--- src/sv/mppt_spo_pkg.sv ---
// ----------------------------------------------------------------------------
// MPPT sweep and perturb-and-observe package
// Shared types, register indexes and reset constants of the tracker.
// ----------------------------------------------------------------------------
package mppt_spo_pkg;

  localparam int unsigned DutyW  = 15;
  localparam int unsigned StepW  = 10;
  localparam int unsigned VoltW  = 16;
  localparam int unsigned PowerW = 32;

  typedef enum logic [1:0] {
    CFG_DUTY_MIN          = 2'd0,
    CFG_DUTY_MAX          = 2'd1,
    CFG_STEP_SIZE         = 2'd2,
    CFG_MIN_SWEEP_VOLTAGE = 2'd3
  } cfg_idx_e;

  localparam logic [DutyW-1:0] DutyMinReset = '0;
  localparam logic [DutyW-1:0] DutyMaxReset = '1;
  localparam logic [StepW-1:0] StepReset    = StepW'(1);
  localparam logic [VoltW-1:0] MinVoltReset = '0;

  typedef struct packed {
    logic [DutyW-1:0] duty_min;
    logic [DutyW-1:0] duty_max;
    logic [StepW-1:0] step_size;
    logic [VoltW-1:0] min_sweep_voltage;
  } cfg_t;

  typedef struct packed {
    logic [VoltW-1:0] panel_voltage;
    logic [VoltW-1:0] panel_current;
  } in_t;

  typedef struct packed {
    logic [DutyW-1:0]  duty;
    logic              tracking;
    logic [DutyW-1:0]  peak_duty;
    logic [PowerW-1:0] peak_power;
  } out_t;

  typedef struct packed {
    logic [VoltW-1:0]  volts;
    logic [PowerW-1:0] power;
  } smp_t;

endpackage

--- src/sv/mppt_spo_cfg.sv ---
// ----------------------------------------------------------------------------
// MPPT configuration registers
// Holds the duty limits, the tracking step and the sweep voltage threshold.
// ----------------------------------------------------------------------------
module mppt_spo_cfg (
  input  logic                           clk_i,
  input  logic                           rst_ni,
  input  logic                           cfg_valid_i,
  output logic                           cfg_ready_o,
  input  mppt_spo_pkg::cfg_idx_e         cfg_index_i,
  input  logic [mppt_spo_pkg::VoltW-1:0] cfg_data_i,
  output mppt_spo_pkg::cfg_t             cfg_o
);

  mppt_spo_pkg::cfg_t cfg_q, cfg_d;

  assign cfg_ready_o = 1'b1;
  assign cfg_o       = cfg_q;

  always_comb begin
    cfg_d = cfg_q;
    if (cfg_valid_i) begin
      unique case (cfg_index_i)
        mppt_spo_pkg::CFG_DUTY_MIN:
          cfg_d.duty_min = cfg_data_i[mppt_spo_pkg::DutyW-1:0];
        mppt_spo_pkg::CFG_DUTY_MAX:
          cfg_d.duty_max = cfg_data_i[mppt_spo_pkg::DutyW-1:0];
        mppt_spo_pkg::CFG_STEP_SIZE:
          cfg_d.step_size = cfg_data_i[mppt_spo_pkg::StepW-1:0];
        mppt_spo_pkg::CFG_MIN_SWEEP_VOLTAGE:
          cfg_d.min_sweep_voltage = cfg_data_i;
        default: cfg_d = cfg_q;
      endcase
    end
  end

  always_ff @(posedge clk_i or negedge rst_ni) begin
    if (!rst_ni) begin
      cfg_q.duty_min          <= mppt_spo_pkg::DutyMinReset;
      cfg_q.duty_max          <= mppt_spo_pkg::DutyMaxReset;
      cfg_q.step_size         <= mppt_spo_pkg::StepReset;
      cfg_q.min_sweep_voltage <= mppt_spo_pkg::MinVoltReset;
    end else begin
      cfg_q <= cfg_d;
    end
  end

endmodule

--- src/sv/mppt_spo_power.sv ---
// ----------------------------------------------------------------------------
// MPPT sample and power stage
// Registers the incoming sample, then registers the voltage with its power.
// ----------------------------------------------------------------------------
module mppt_spo_power (
  input  logic               clk_i,
  input  logic               rst_ni,
  input  logic               in_valid_i,
  output logic               in_ready_o,
  input  mppt_spo_pkg::in_t  in_data_i,
  output logic               smp_valid_o,
  input  logic               smp_ready_i,
  output mppt_spo_pkg::smp_t smp_o
);

  logic               in_vld_q;
  mppt_spo_pkg::in_t  in_q;
  logic               smp_vld_q;
  mppt_spo_pkg::smp_t smp_q, smp_d;
  logic               smp_rdy;
  logic               in_rdy;

  assign smp_rdy     = !smp_vld_q || smp_ready_i;
  assign in_rdy      = !in_vld_q || smp_rdy;
  assign in_ready_o  = in_rdy;
  assign smp_valid_o = smp_vld_q;
  assign smp_o       = smp_q;

  always_comb begin
    smp_d.volts = in_q.panel_voltage;
    smp_d.power = mppt_spo_pkg::PowerW'(in_q.panel_voltage * in_q.panel_current);
  end

  always_ff @(posedge clk_i or negedge rst_ni) begin
    if (!rst_ni) begin
      in_vld_q  <= 1'b0;
      smp_vld_q <= 1'b0;
    end else begin
      if (in_rdy) begin
        in_vld_q <= in_valid_i;
      end
      if (smp_rdy) begin
        smp_vld_q <= in_vld_q;
      end
    end
  end

  always_ff @(posedge clk_i) begin
    if (in_rdy && in_valid_i) begin
      in_q <= in_data_i;
    end
    if (smp_rdy && in_vld_q) begin
      smp_q <= smp_d;
    end
  end

endmodule

--- src/sv/mppt_spo_track.sv ---
// ----------------------------------------------------------------------------
// MPPT tracker state update
// Sweep and perturb-and-observe update of the duty; its state is the result.
// ----------------------------------------------------------------------------
module mppt_spo_track (
  input  logic               clk_i,
  input  logic               rst_ni,
  input  mppt_spo_pkg::cfg_t cfg_i,
  input  logic               smp_valid_i,
  output logic               smp_ready_o,
  input  mppt_spo_pkg::smp_t smp_i,
  output logic               out_valid_o,
  input  logic               out_ready_i,
  output mppt_spo_pkg::out_t out_data_o
);

  localparam int unsigned SumW = mppt_spo_pkg::DutyW + 2;

  logic                              out_vld_q;
  logic [mppt_spo_pkg::DutyW-1:0]    duty_q, duty_d;
  logic [mppt_spo_pkg::PowerW-1:0]   prev_q, prev_d;
  logic [mppt_spo_pkg::PowerW-1:0]   best_q, best_d;
  logic [mppt_spo_pkg::DutyW-1:0]    bduty_q, bduty_d;
  logic                              desc_q, desc_d;
  logic                              done_q, done_d;
  logic                              up_q, up_d;
  logic                              adv;
  logic [mppt_spo_pkg::DutyW:0]      inc;
  logic signed [SumW-1:0]            trk;
  logic signed [SumW-1:0]            dmax_s;
  logic signed [SumW-1:0]            dmin_s;
  logic signed [SumW-1:0]            step_s;

  assign smp_ready_o = !out_vld_q || out_ready_i;
  assign adv         = smp_ready_o && smp_valid_i;
  assign out_valid_o = out_vld_q;

  assign out_data_o.duty       = duty_q;
  assign out_data_o.tracking   = done_q;
  assign out_data_o.peak_duty  = bduty_q;
  assign out_data_o.peak_power = best_q;

  assign dmax_s = SumW'(signed'({1'b0, cfg_i.duty_max}));
  assign dmin_s = SumW'(signed'({1'b0, cfg_i.duty_min}));
  assign step_s = SumW'(signed'({1'b0, cfg_i.step_size}));

  always_comb begin
    duty_d  = duty_q;
    prev_d  = prev_q;
    best_d  = best_q;
    bduty_d = bduty_q;
    desc_d  = desc_q;
    done_d  = done_q;
    up_d    = up_q;
    inc     = {1'b0, duty_q} + 1'b1;
    trk     = '0;
    if (!done_q) begin
      if (smp_i.power > best_q) begin
        best_d  = smp_i.power;
        bduty_d = duty_q;
      end
      if (!desc_q) begin
        if (inc > {1'b0, cfg_i.duty_max}) begin
          inc    = {1'b0, cfg_i.duty_max};
          desc_d = 1'b1;
        end
        if (smp_i.volts <= cfg_i.min_sweep_voltage) begin
          inc    = {1'b0, bduty_d};
          desc_d = 1'b1;
        end
        duty_d = inc[mppt_spo_pkg::DutyW-1:0];
      end else if (duty_q > bduty_d) begin
        duty_d = duty_q - 1'b1;
      end else begin
        prev_d = smp_i.power;
        done_d = 1'b1;
        desc_d = 1'b0;
      end
    end else begin
      up_d = up_q ^ (smp_i.power < prev_q);
      if (up_d) begin
        trk = SumW'(signed'({1'b0, duty_q})) + step_s;
      end else begin
        trk = SumW'(signed'({1'b0, duty_q})) - step_s;
      end
      if (trk > dmax_s) begin
        trk = dmax_s;
      end
      if (trk < dmin_s) begin
        trk = dmin_s;
      end
      duty_d = trk[mppt_spo_pkg::DutyW-1:0];
      prev_d = smp_i.power;
    end
  end

  always_ff @(posedge clk_i or negedge rst_ni) begin
    if (!rst_ni) begin
      out_vld_q <= 1'b0;
      duty_q    <= mppt_spo_pkg::DutyMinReset;
      prev_q    <= '0;
      best_q    <= '0;
      bduty_q   <= '0;
      desc_q    <= 1'b0;
      done_q    <= 1'b0;
      up_q      <= 1'b1;
    end else begin
      if (smp_ready_o) begin
        out_vld_q <= smp_valid_i;
      end
      if (adv) begin
        duty_q  <= duty_d;
        prev_q  <= prev_d;
        best_q  <= best_d;
        bduty_q <= bduty_d;
        desc_q  <= desc_d;
        done_q  <= done_d;
        up_q    <= up_d;
      end
    end
  end

endmodule

--- src/sv/mppt_sweep_perturb_observe.sv ---
// ----------------------------------------------------------------------------
// MPPT sweep and perturb-and-observe tracker
// Top level: configuration registers, power stage and tracker state update.
// ----------------------------------------------------------------------------
// Each word on the input channel is one panel voltage and current sample.
// Each sample yields exactly one output word with the new duty, the tracking
// flag and the peak duty and power found by the sweep.
// The sample is registered in the input register, then its voltage and power
// in the sample register, and then the state update in the tracker state
// registers, which form the output word.
// A new sample is taken in every cycle while the receiver does not stall; the throughput is then one word per cycle.
// The output word is held in the tracker state registers until it is taken.
// When the receiver stalls, the power stage and the input register still take
// up to two more samples before in_ready_o falls.
// Configuration words are taken in every cycle and apply to the next state
// update; they are to be written only while no sample is in flight.
// Reset loads all but the sample data registers: the duty starts at the reset
// value of duty_min and the block begins with an ascending sweep.
// ----------------------------------------------------------------------------
module mppt_sweep_perturb_observe (
  input  logic                           clk_i,
  input  logic                           rst_ni,
  input  logic                           in_valid_i,
  output logic                           in_ready_o,
  input  mppt_spo_pkg::in_t              in_data_i,
  output logic                           out_valid_o,
  input  logic                           out_ready_i,
  output mppt_spo_pkg::out_t             out_data_o,
  input  logic                           cfg_valid_i,
  output logic                           cfg_ready_o,
  input  mppt_spo_pkg::cfg_idx_e         cfg_index_i,
  input  logic [mppt_spo_pkg::VoltW-1:0] cfg_data_i
);

  mppt_spo_pkg::cfg_t cfg;
  mppt_spo_pkg::smp_t smp;
  logic               smp_valid;
  logic               smp_ready;

  mppt_spo_cfg u_cfg (
    .clk_i       (clk_i),
    .rst_ni      (rst_ni),
    .cfg_valid_i (cfg_valid_i),
    .cfg_ready_o (cfg_ready_o),
    .cfg_index_i (cfg_index_i),
    .cfg_data_i  (cfg_data_i),
    .cfg_o       (cfg)
  );

  mppt_spo_power u_power (
    .clk_i       (clk_i),
    .rst_ni      (rst_ni),
    .in_valid_i  (in_valid_i),
    .in_ready_o  (in_ready_o),
    .in_data_i   (in_data_i),
    .smp_valid_o (smp_valid),
    .smp_ready_i (smp_ready),
    .smp_o       (smp)
  );

  mppt_spo_track u_track (
    .clk_i       (clk_i),
    .rst_ni      (rst_ni),
    .cfg_i       (cfg),
    .smp_valid_i (smp_valid),
    .smp_ready_o (smp_ready),
    .smp_i       (smp),
    .out_valid_o (out_valid_o),
    .out_ready_i (out_ready_i),
    .out_data_o  (out_data_o)
  );

endmodule

--- config.mk ---
export PLATFORM = sky130hd
export DESIGN_NAME = mppt_sweep_perturb_observe
export DESIGN_NICKNAME = d
export VERILOG_FILES = /design/src/sv/mppt_spo_pkg.sv /design/src/sv/mppt_spo_cfg.sv /design/src/sv/mppt_spo_power.sv /design/src/sv/mppt_spo_track.sv /design/src/sv/mppt_sweep_perturb_observe.sv
export SDC_FILE = /design/constraint.sdc
export NUM_CORES = 1
export LEC_CHECK = 0
export ABC_AREA = 1
export BUFFER_PORTS_ARGS = -buffer_cell sky130_fd_sc_hd__buf_2
export CAP_MARGIN = 20
export CORE_ASPECT_RATIO = 0.5
export CORE_MARGIN = 5
export CORE_UTILIZATION = 65
export DETAILED_ROUTE_END_ITERATION = 10
export HOLD_SLACK_MARGIN = 0.1
export PLACE_DENSITY = 0.8
export SLEW_MARGIN = 5
export SYNTH_ARGS = -nofsm -noshare
export SYNTH_HDL_FRONTEND = slang
export SYNTH_SLANG_ARGS = --single-unit
--- constraint.sdc ---
create_clock -name clk_i -period 18.74 [get_ports clk_i]
set_input_delay 0.937 -clock clk_i [delete_from_list [all_inputs] [get_ports clk_i]]
set_output_delay 0.937 -clock clk_i [all_outputs]
set_load 0.01 [all_outputs]
# Yosys cells after proc, flatten, opt, wreduce, memory -nomap -nowiden
# Index checks and enable logic that the tools add are counted.
[classes]
multipliers = 1
n_eq_ne = 5
reduce_logical = 20
bitwise_logic = 2
muxes = 22
div_mod_pow = 0
shift = 0
magnitude_cmp = 7
n_addsub = 4
[ops]
columns = ["operator", "count"]
rows = [
  ["15-bit two-way mux", 8],
  ["32-bit two-way mux", 3],
  ["17-bit two-way mux", 4],
  ["32-bit > comparator", 1],
  ["32-bit < comparator", 1],
  ["16-bit by 16-bit multiplier with 32-bit output", 1],
  ["17-bit by 16-bit > comparator with 1-bit output", 1],
  ["17-bit by 16-bit < comparator with 1-bit output", 1],
  ["15-bit by 1-bit adder with 16-bit output (second input constant)", 1],
  ["15-bit by 10-bit adder with 16-bit output", 1],
  ["16-bit by 15-bit > comparator with 1-bit output", 1],
  ["16-bit less-or-equal comparator", 1],
  ["15-bit by 10-bit subtractor with 16-bit output", 1],
  ["15-bit > comparator", 1],
  ["15-bit by 1-bit subtractor with 15-bit output (second input constant)", 1],
  ["2-bit AND reduction", 7],
  ["1-bit two-way mux", 7],
  ["3-bit AND reduction", 2],
  ["2-bit == test (second input constant)", 2],
  ["1-bit logical AND", 3],
  ["1-bit logical NOT", 3],
  ["1-bit logical OR", 3],
  ["3-bit != test (second input constant)", 1],
  ["2-bit by 1-bit == test with 1-bit output (second input constant)", 1],
  ["5 further kinds", 5],
]
[word_totals]
inputBits = 55
reg_bits = 236
out_inout_bits = 66
latchBits = 0
ram_bits = 0
rom_bits = 0
n_memories = 0

# Depth between registers and ports, before layout
# Gate-level depths: netlist (run 1).
[depth]
depth_word = 10
ltp_mapped = 47

# By module
# Synthesis (run 1) repeated with hierarchy kept, for this count alone.
[hier_totals]
hier_cells = 3266
hier_area_um2 = 24907.6
[by_module_without_submodules]
columns = ["module", "instances", "cells_per_inst", "seq_area_each_um2", "area_per_inst_um2"]
rows = [
  ["mppt_spo_power", 1, 1471, 2452.4, 11982.7],
  ["mppt_spo_track", 1, 1542, 2453.6, 10542.6],
  ["mppt_spo_cfg", 1, 253, 1421.4, 2382.3],
]

# Worst setup path after synthesis (run 1)
# OpenSTA, ideal clock, no wires.
[synth_path]
path_type = "reg-to-reg"
start = "reg u_power.in_q[22] (netlist name)"
end = "reg u_power.smp_q, in the netlist u_power.smp_o[29], data pin"
required_time_ps = 18480
slack_ps = 12787
period_less_slack_ps = 5953
path_stages_with_launch = 24
arrival_ps = 5693
setup_time_ps = 260
cell_sequence = "edfxtp_1 > clkbuf_1 > clkbuf_1 > nand2_1 > fa_1 > inv_1 > fa_1 > fa_1 > fa_1 > inv_1 > fa_1 > inv_1 > fa_1 > ha_1 > a21oi_1 > o221ai_1 > a21boi_1 > inv_1 > nand2_1 > nand2_1 > a21oi_1 > o21ai_1 > a21oi_1 > xnor2_1"
[synth_lines]
columns = ["element", "line_no", "rtl"]
rows = [
  ["from (decl)", "mppt_spo_power.sv:17", "mppt_spo_pkg::in_t in_q;"],
  ["from (signal assigned)", "mppt_spo_power.sv:50", "in_q <= in_data_i;"],
  ["to (signal assigned)", "mppt_spo_power.sv:53", "smp_q <= smp_d;"],
  ["to (decl)", "mppt_spo_power.sv:19", "mppt_spo_pkg::smp_t smp_q, smp_d;"],
]

==> metrics.md, run 1 <==
| Metric | Value |
|---|---|
| DRT iter0 DRCs | 1889 |
| Syn Inst Count | 2895 |
| WP data required | ~19 ns |
| Max_cap viols | 0 |
| Setup Skew | 0.0203 ns |
| CP Capture Type | flip-flop |
| Clk root buf | clkbuf_16 |
| Combinational family with the most area after synthesis | adder cells |
| Post-synthesis simple-gate area fraction | 16.8% |
| CTS buffer count | 23 |
| Sequential fraction of the synthesis area | around 27% |
| Setup crit start | u_power.in_q[24] |
| Layout cell share with drive strength beyond 1 | 9.19% |
| Post-CTS Hold Fix Bufs | 0 |
| Run status | finished clean |
| TritonCTS Sinks | 236 |
| Delay-heaviest family, CP | adder cells |
| Rows | 49 |
| Largest net degree at the start of global routing | between 100 and 150 |
| CTS tree | done |
| First-pass GRT wire length | 99000 microns |
| Syn_nets | 3410 |
| DR pass1 iterations | 6 |
| Post-synth EDFFs | 80 |
| Sum of negative setup slack | 0 ns |
| Fin. max-slew vios | 0 |
| DIE AREA | 40200 sq um |
| Buffers & Inverters on Critical Path | 6 |
| CP cell instances | nand2_1, fa_1, inv_1, fa_1, inv_1, fa_1, inv_1, fa_1, inv_1, fa_1, inv_1, fa_1, ha_1, nand2_1, nor2_1, inv_1, o21bai_1, a21boi_1, o21ai_0, a21oi_1, o21bai_1, xor2_1 |
| Layout area overhead | 6.58% |
| Most common cell in the synthesized netlist | nand2_1 |
| Ys Warns | 0 |
| Hold Startpoint | u_power.smp_valid_o |
| Mux contribution to synthesized area | 0% |
| RSZ-0062 raised after global routing | no |
| Synth area leader | fa_1 |
| Synth async-reset ratio | 66.1% |
| Worst Tran Pin Value | 0.985 ns |
| Slew Limit Headroom | about 34% |
| Via Count | 19218 |
| Kind of critical path | flip-flop to flip-flop |
| Final #Nets | 3435 |
| Hold crit path type | flip-flop to flip-flop |
| Reg2reg start | u_power.in_q[24] |
| Final period demand of the worst path | 6.85 ns |
| Xor and xnor area share after synthesis | 2.46% |
| Die Wd | 279 microns |
| Worst Path Max Fanout | 17 |
| Residual DRC | 0 |
| Endpoints failing hold | 0 |
| Worst path arrival time | 7.18 ns |
| HPWL Detailed | 46100 microns |
| All-Layer GR Usage | between 30% and 40% |
| List of most frequent post-synthesis cells | 645 x nand2_1, 626 x inv_1, 264 x ha_1 |
| Final Wtd Congestion | 1.05 |
| Antenna Nets Post-Route | 0 |
| Startpoint Class | flip-flop |
| Total number of H-tree levels | 1 |
| Initial antenna violation count | 0 |
| Synth top area share | 16.7% |
| Grt ovf | 0 |
| Vias per cell | about 5.6 |
| CP max stage cell | edfxtp_1 |
| Per-cell routed wire length | 17.4 microns |
| Synthesized cell area | 23500 sq um |
| Final WL | just under 60000 microns |
| Top FF cell, synth | dfrtp_1 |
| Core box area | 35800 sq um |
| Chip height | 144 microns |
| Fmax | 0.146 GHz |
| CP peak stage delay | 0.94 ns |
| Post-CTS Repair Setup Buffers | 0 |
| Vias in the first global route | 19609 |
| Input/output buffers | about 120 |
| Maximum buffer depth of the clock tree | 3 |
| Avg Inst Size Synth | 8.11 sq um |
| Post-synthesis compound-gate area fraction | 10.4% |
| Final setup fails | 0 |
| Ports | roughly 120 |
| Post-Synth Adder-Cell Area | 30.8% |
| Ant. Diodes | 0 |
| Top cells by area, synth | fa_1 17%, dfrtp_1 15%, ha_1 14%, nand2_1 10%, edfxtp_1 10% |
| Flops & latches, synth | 236 |
| Clk_lat worst skew | roughly 0.54 ns |
| Synth cell types | 56 |
| # resized after CTS | 0 |
| Initial Util | around 66% |
| Worst-path clk slew | ~0.070 ns |
| Tcrit/Tclk final | 36.6% |
-- final timing paths --
| path | end | slack [ns] | depth (start not counted) |
|---|---|---|---|
| setup reg to reg | u_power.smp_o[28] | 11.89 | 22 |
| setup / recovery | u_power.smp_o[28] | 11.89 | 22 |
| min in group asynchronous | u_cfg.cfg_o[22] | 0.51 | 1 |
| max in group asynchronous | u_track.prev_q[23] | 16.91 | 2 |
| hold / removal | u_track.out_valid_o | 0.48 | 2 |
| hold reg to reg | u_track.out_valid_o | 0.48 | 2 |
-- cell families (layout without fill, tap and decap cells) --
group           count (synthesis)  count (layout)
compound gates                436             436
xor+xnor                       66              66
fa+ha+maj                     460             460
buf+inv                       770             812
flops                         236             236
other cells                     1               1
simple gates                  926             926
-- tightest hold or removal path: stages (launching register included) --
cell and delay, ns:
dfrtp_1 0.34, inv_1 0.05, nand2_1 0.05
-- through the flow --
stage,utilization (%),hold slack (ns),setup slack [ns],instances,instance area (sq um)
2_1_floorplan,-,0.424,12.79,2895,23500
3_3_place_gp,67.5,0.457,12.13,3375,24200
3_5_place_dp,67.5,0.460,12.02,3375,24200
4_1_cts,69.6,0.488,11.98,3417,24900
5_1_grt,69.8,0.510,11.48,3421,25000
6_report,69.8,0.485,11.89,3421,25000
-- layer usage --
layer | routed length, microns | GRT usage [%] | vias up
li1 | - | - | 9066
met1 | 24500 | 39.4 | 9269
met2 | 28600 | 53.1 | 706
met3 | 3980 | 4.44 | 177
met4 | 2570 | 11.5 | 0
met5 | 0 | 0 | -
-- sequential cells by signal, summed over array words and instances (netlist names) --
| register | flops |
|---|---|
| u_cfg.cfg_o | 56 |
| u_power.in_q | 32 |
| u_power.in_vld_q | 1 |
| u_power.smp_o | 48 |
| u_power.smp_valid_o | 1 |
| u_track.bduty_q | 15 |
| u_track.best_q | 32 |
| u_track.desc_q | 1 |
| u_track.done_q | 1 |
| u_track.duty_q | 15 |
| u_track.out_valid_o | 1 |
| u_track.prev_q | 32 |
| u_track.up_q | 1 |
-- cell usage in the layout, fill, tap and decap left out, drive strengths merged, types with 8 or more instances in the layout --
cell	synthesis	final
clkinv	1	9
edfxtp	80	80
nand2	665	665
o21ai	207	207
buf	28	131
xor2	52	52
xnor2	14	14
inv	638	642
nor3	10	10
a21boi	8	8
nor2	98	98
nand4	22	22
dfrtp	139	139
nor4	8	8
nand3	102	102
clkbuf	103	25
ha	264	264
o32ai	15	15
fa	196	196
o211ai	9	9
a21oi	157	157
dfstp	17	17
or2	17	17
-- cell type report --
type	count	area, sq um
multi-input cells	1889	14200
flip-flops and latches	236	6330
clock inverters	17	159
repair buffers	131	737
clock buffers	25	593
inverters	639	2400
fillers	2882	10800
well taps	484	606
Power of run 1 is left out: the tool's default activity adds up to more than one toggle a clock period on the data nets, which glitch-free logic cannot reach.
==> run 2: changes to the inputs <==
--- a/config.mk
+++ b/config.mk
@@ -5,15 +5,15 @@
 export SDC_FILE = /design/constraint.sdc
 export NUM_CORES = 1
 export LEC_CHECK = 0
-export ABC_AREA = 1
+export ABC_AREA = 0
 export BUFFER_PORTS_ARGS = -buffer_cell sky130_fd_sc_hd__buf_2
 export CAP_MARGIN = 20
 export CORE_ASPECT_RATIO = 0.5
 export CORE_MARGIN = 5
-export CORE_UTILIZATION = 65
+export CORE_UTILIZATION = 58
 export DETAILED_ROUTE_END_ITERATION = 10
 export HOLD_SLACK_MARGIN = 0.1
-export PLACE_DENSITY = 0.8
+export PLACE_DENSITY = 0.75
 export SLEW_MARGIN = 5
 export SYNTH_ARGS = -nofsm -noshare
 export SYNTH_HDL_FRONTEND = slang
==> constraint.sdc (replaced) <==
create_clock -name clk_i -period 5.8 [get_ports clk_i]
set_input_delay 0.29 -clock clk_i [delete_from_list [all_inputs] [get_ports clk_i]]
set_output_delay 0.29 -clock clk_i [all_outputs]
set_load 0.01 [all_outputs]
==> run 2 against run 1 <==
Area after synthesis down 1.2%. Global-route usage fell by 0.40 points. Flip-flop and latch count stayed put. Utilization increased by 4.8 points. Routed wire length grew 18%. Register-to-register slack lost 13 ns. The run now ends with setup timing left. Setup slack worse by 13 ns. Design area is 17% higher. Via count grew 3.4%. Sequential share of layout area is 3.7 points lower. First-iteration DRC count decreased by 17%.
==> metrics.md, run 2 <==
| Metric | Value |
|---|---|
| Run status | finished with violations |
| Failing checks | setup timing |
| Layout area overhead | 26.1% |
| Final Wtd Congestion | 0.934 (-11%) |
| Ant. Diodes | 0 (unchanged) |
| Kind of critical path | flip-flop to flip-flop |
| Most frequent cells in the layout | 342 x buf_4, 341 x inv_1, 250 x nand2_1, 240 x ha_1, 189 x fa_1 |
| Slew Limit Headroom | 30.4% (-3.7 points) |
| Vias in the first global route | 20316 (+3.6%) |
| Most repeated library cell on the critical path | a21o_1 |
| Final #Nets | 3382 (-1.5%) |
| Metal-1 WL | 27400 microns (+12%) |
| Top FF cell, synth | dfrtp_1 |
| Most common cell in the synthesized netlist | inv_1 |
| Top cells by area, synth | fa_1 17%, dfrtp_1 15%, ha_1 14%, edfxtp_1 10%, inv_1 5.7% |
| Hold Path Stages | 3 (+1) |
| Flops & latches, synth | 236 (unchanged) |
| DIE AREA | 44300 sq um (+10%) |
| Maximum buffer depth of the clock tree | 3 (unchanged) |
| Core box area | 39200 sq um (+9.4%) |
| Worst path arrival time | 7.11 ns (-0.07 ns) |
| Ports | 121 (unchanged) |
| Max reg flops | 56 (unchanged) |
| CP Capture Type | flip-flop |
| Synth async-reset ratio | 66.1% (unchanged) |
| Worst reg2reg path depth | 29 (+32%) |
| WL met3 | 5000 microns (+26%) |
| Tcrit/Tclk final | 115% (+79 points) |
| Worst Tran Pin Value | 1.04 ns (+0.0556 ns) |
| Fin. max-slew vios | 0 (unchanged) |
| List of most frequent post-synthesis cells | 351 x inv_1, 264 x ha_1, 259 x nand2_1 |
| Per-cell routed wire length | 20.6 microns (+18%) |
| Sequential fraction of the synthesis area | 27.3% (+0.33 points) |
| Avg Inst Size Synth | 9.68 sq um (+19%) |
| All-Layer GR Usage | 30.1% (-0.40 points) |
| Synthesized cell area | 23200 sq um (-1.2%) |
| Total number of H-tree levels | 1 (unchanged) |
| Worst Path Max Fanout | 7 (-10) |
| Rows | 51 (+4.1%) |
| Worst-path clk slew | 0.07 ns (about the same) |
| CTS buffer count | 25 (+8.7%) |
| Fmax | 0.149 GHz (+2.3%) |
| Metal2 WL | 34000 microns (+19%) |
| Grt ovf | 0 (unchanged) |
| Final WL | 70500 microns (+18%) |
| First-pass GRT wire length | 106000 microns (+7.3%) |
| Top sig layer | met4 |
| HPWL Detailed | 48900 microns (+6.1%) |
| Synth top area share | 16.9% (+0.21 points) |
| Antenna Nets Post-Route | 0 (unchanged) |
| RSZ-0062 raised after global routing | yes |
| Max_cap viols | 0 (unchanged) |
| Fill count | 2531 (-12%) |
| CP peak stage delay | 0.55 ns (-0.39 ns) |
| Clk root buf | clkbuf_16 |
| Setup Skew | 0.0235 ns (+0.00325 ns) |
| Via Count | 19878 (+3.4%) |
| Reg2reg setup slack | -0.90 ns (-12.79 ns) |
| Syn Inst Count | 2394 (-17%) |
| Layout cell share with drive strength beyond 1 | 28.4% (+19 points) |
| Synth cell types | 91 (+63%) |
| Final design utilization | 74.6% (+4.8 points) |
| DR pass1 iterations | 5 (-1) |
| CP max stage cell | or4_4 |
| Startpoint Class | flip-flop |
| Hold crit path type | input pin to flip-flop |
| Initial Util | 59.2% (-6.4 points) |
| Ys Warns | 0 (unchanged) |
| Input/output buffers | 119 (unchanged) |
| Die Wd | 293 microns (+5.0%) |
| Final period demand of the worst path | 6.70 ns (-0.155 ns) |
| Residual DRC | 0 (unchanged) |
| DRT iter0 DRCs | 1567 (-17%) |
| Initial antenna violation count | 0 (unchanged) |
| Synth area leader | fa_1 |
| Final setup fails | 32 (+32) |
| Endpoints failing hold | 0 (unchanged) |
| TritonCTS Sinks | 236 (unchanged) |
| WP data required | 6.21 ns (-12.85 ns) |
| Syn_nets | 2909 (-15%) |
| CTS tree | done |
| Clk_lat worst skew | 0.56 ns (+0.02 ns) |
| Chip height | 151 microns (+4.8%) |
| Most common cell after layout, fill and taps aside | buf_4 |
| Final setup margin | -0.899 ns (-12.79 ns) |
| Largest net degree at the start of global routing | 98 (-5.8%) |
| Post-synth EDFFs | 80 (unchanged) |
| Vias per cell | 5.82 (+3.6%) |
[run 2: changes by cell type after synthesis, moves of 35 or more]
cell,previous run,this run
xor2_1,52,17
mux2i_1,0,40
and2_1,1,113
nand3_1,91,27
inv_1,626,351
o21ai_0,190,117
nand2_1,645,259
a21oi_1,146,78
mux2_2,0,98
[run 2: path summary, 6_finish.rpt]
| kind | startpoint | to |
|---|---|---|
| worst min-delay path | cfg_data_i[7] | u_cfg.cfg_o[48] |
| worst max-delay path | u_power.smp_o[23] | u_track.duty_q[3] |
| max in group asynchronous | rst_ni | u_track.desc_q |
| min in group asynchronous | rst_ni | u_cfg.cfg_o[18] |
| worst max register to register | u_power.smp_o[23] | u_track.duty_q[3] |
| worst min register to register | u_power.in_vld_q | u_power.smp_valid_o |
[run 2: layout make-up]
| class | count | area (sq um) | share of cell area (%) |
|---|---|---|---|
| Multi-Input combinational cell | 1707 | 15900 | 54.5 |
| Sequential cell | 236 | 6330 | 21.6 |
| Tap cell | 530 | 663 | 2.27 |
| Clock buffer | 29 | 693 | 2.37 |
| Timing Repair Buffer | 546 | 4130 | 14.1 |
| Clock inverter | 16 | 178 | 0.608 |
| Inverter | 351 | 1320 | 4.51 |
[run 2: critical path, delay by kind of cell (launching register included)]
kind,cells,cell delay [ns]
DFF,1,0.42
AOI/OAI and AO/OA,14,2.31
and+or+nand+nor,8,2.18
muxes,2,0.44
adders and majority gates,3,0.88
buffers and inverters,1,0.18
xor gates and xnor gates,1,0.14
[run 2: cells by family (layout without fill, tap and decap cells)]
group | Yosys count | count (layout) | share of synthesized area [%]
AND/OR/NAND/NOR | 658 | 658 | 13.9
other | 1 | 1 | 0.0162
flip-flops | 236 | 236 | 27.3
adder cells (fa/ha/maj) | 460 | 460 | 31.2
XOR/XNOR | 65 | 65 | 2.46
buffers and inverters | 451 | 942 | 7.79
multiplexers | 140 | 140 | 6.59
AO/OA/AOI/OAI | 383 | 383 | 10.7
[run 2: stage by stage]
stage	cell area (sq um)	instances	hold slack [ns]	setup TNS, ns	setup WS, ns
after floorplan	23500	2394	-0.00559	-13.30	-0.941
after global placement	26500	3253	0.449	-12.14	-0.727
after detailed placement	26500	3253	0.466	-15.26	-0.928
after CTS	28500	3383	0.107	-12.12	-0.832
after global routing	29200	3415	0.112	-21.92	-1.10
final	29200	3415	0.132	-16.79	-0.899
[run 2: layer usage]
| metal | vias to the layer above | global-route usage (%) |
|---|---|---|
| met5 | - | 0 |
| met4 | 0 | 12.2 |
| li1 | 9000 | - |
| met2 | 877 | 52.4 |
| met1 | 9704 | 38.3 |
| met3 | 297 | 4.32 |
[run 2: timing repair]
action,CTS,global route
pin swaps,75,66
resized for setup,80,110
endpoints found under the setup margin,25,30
hold endpoints to repair,164,0
hold buffers,51,0
setup buffers,34,34
cloned,0,1
Power of run 2 is left out for the same reason.
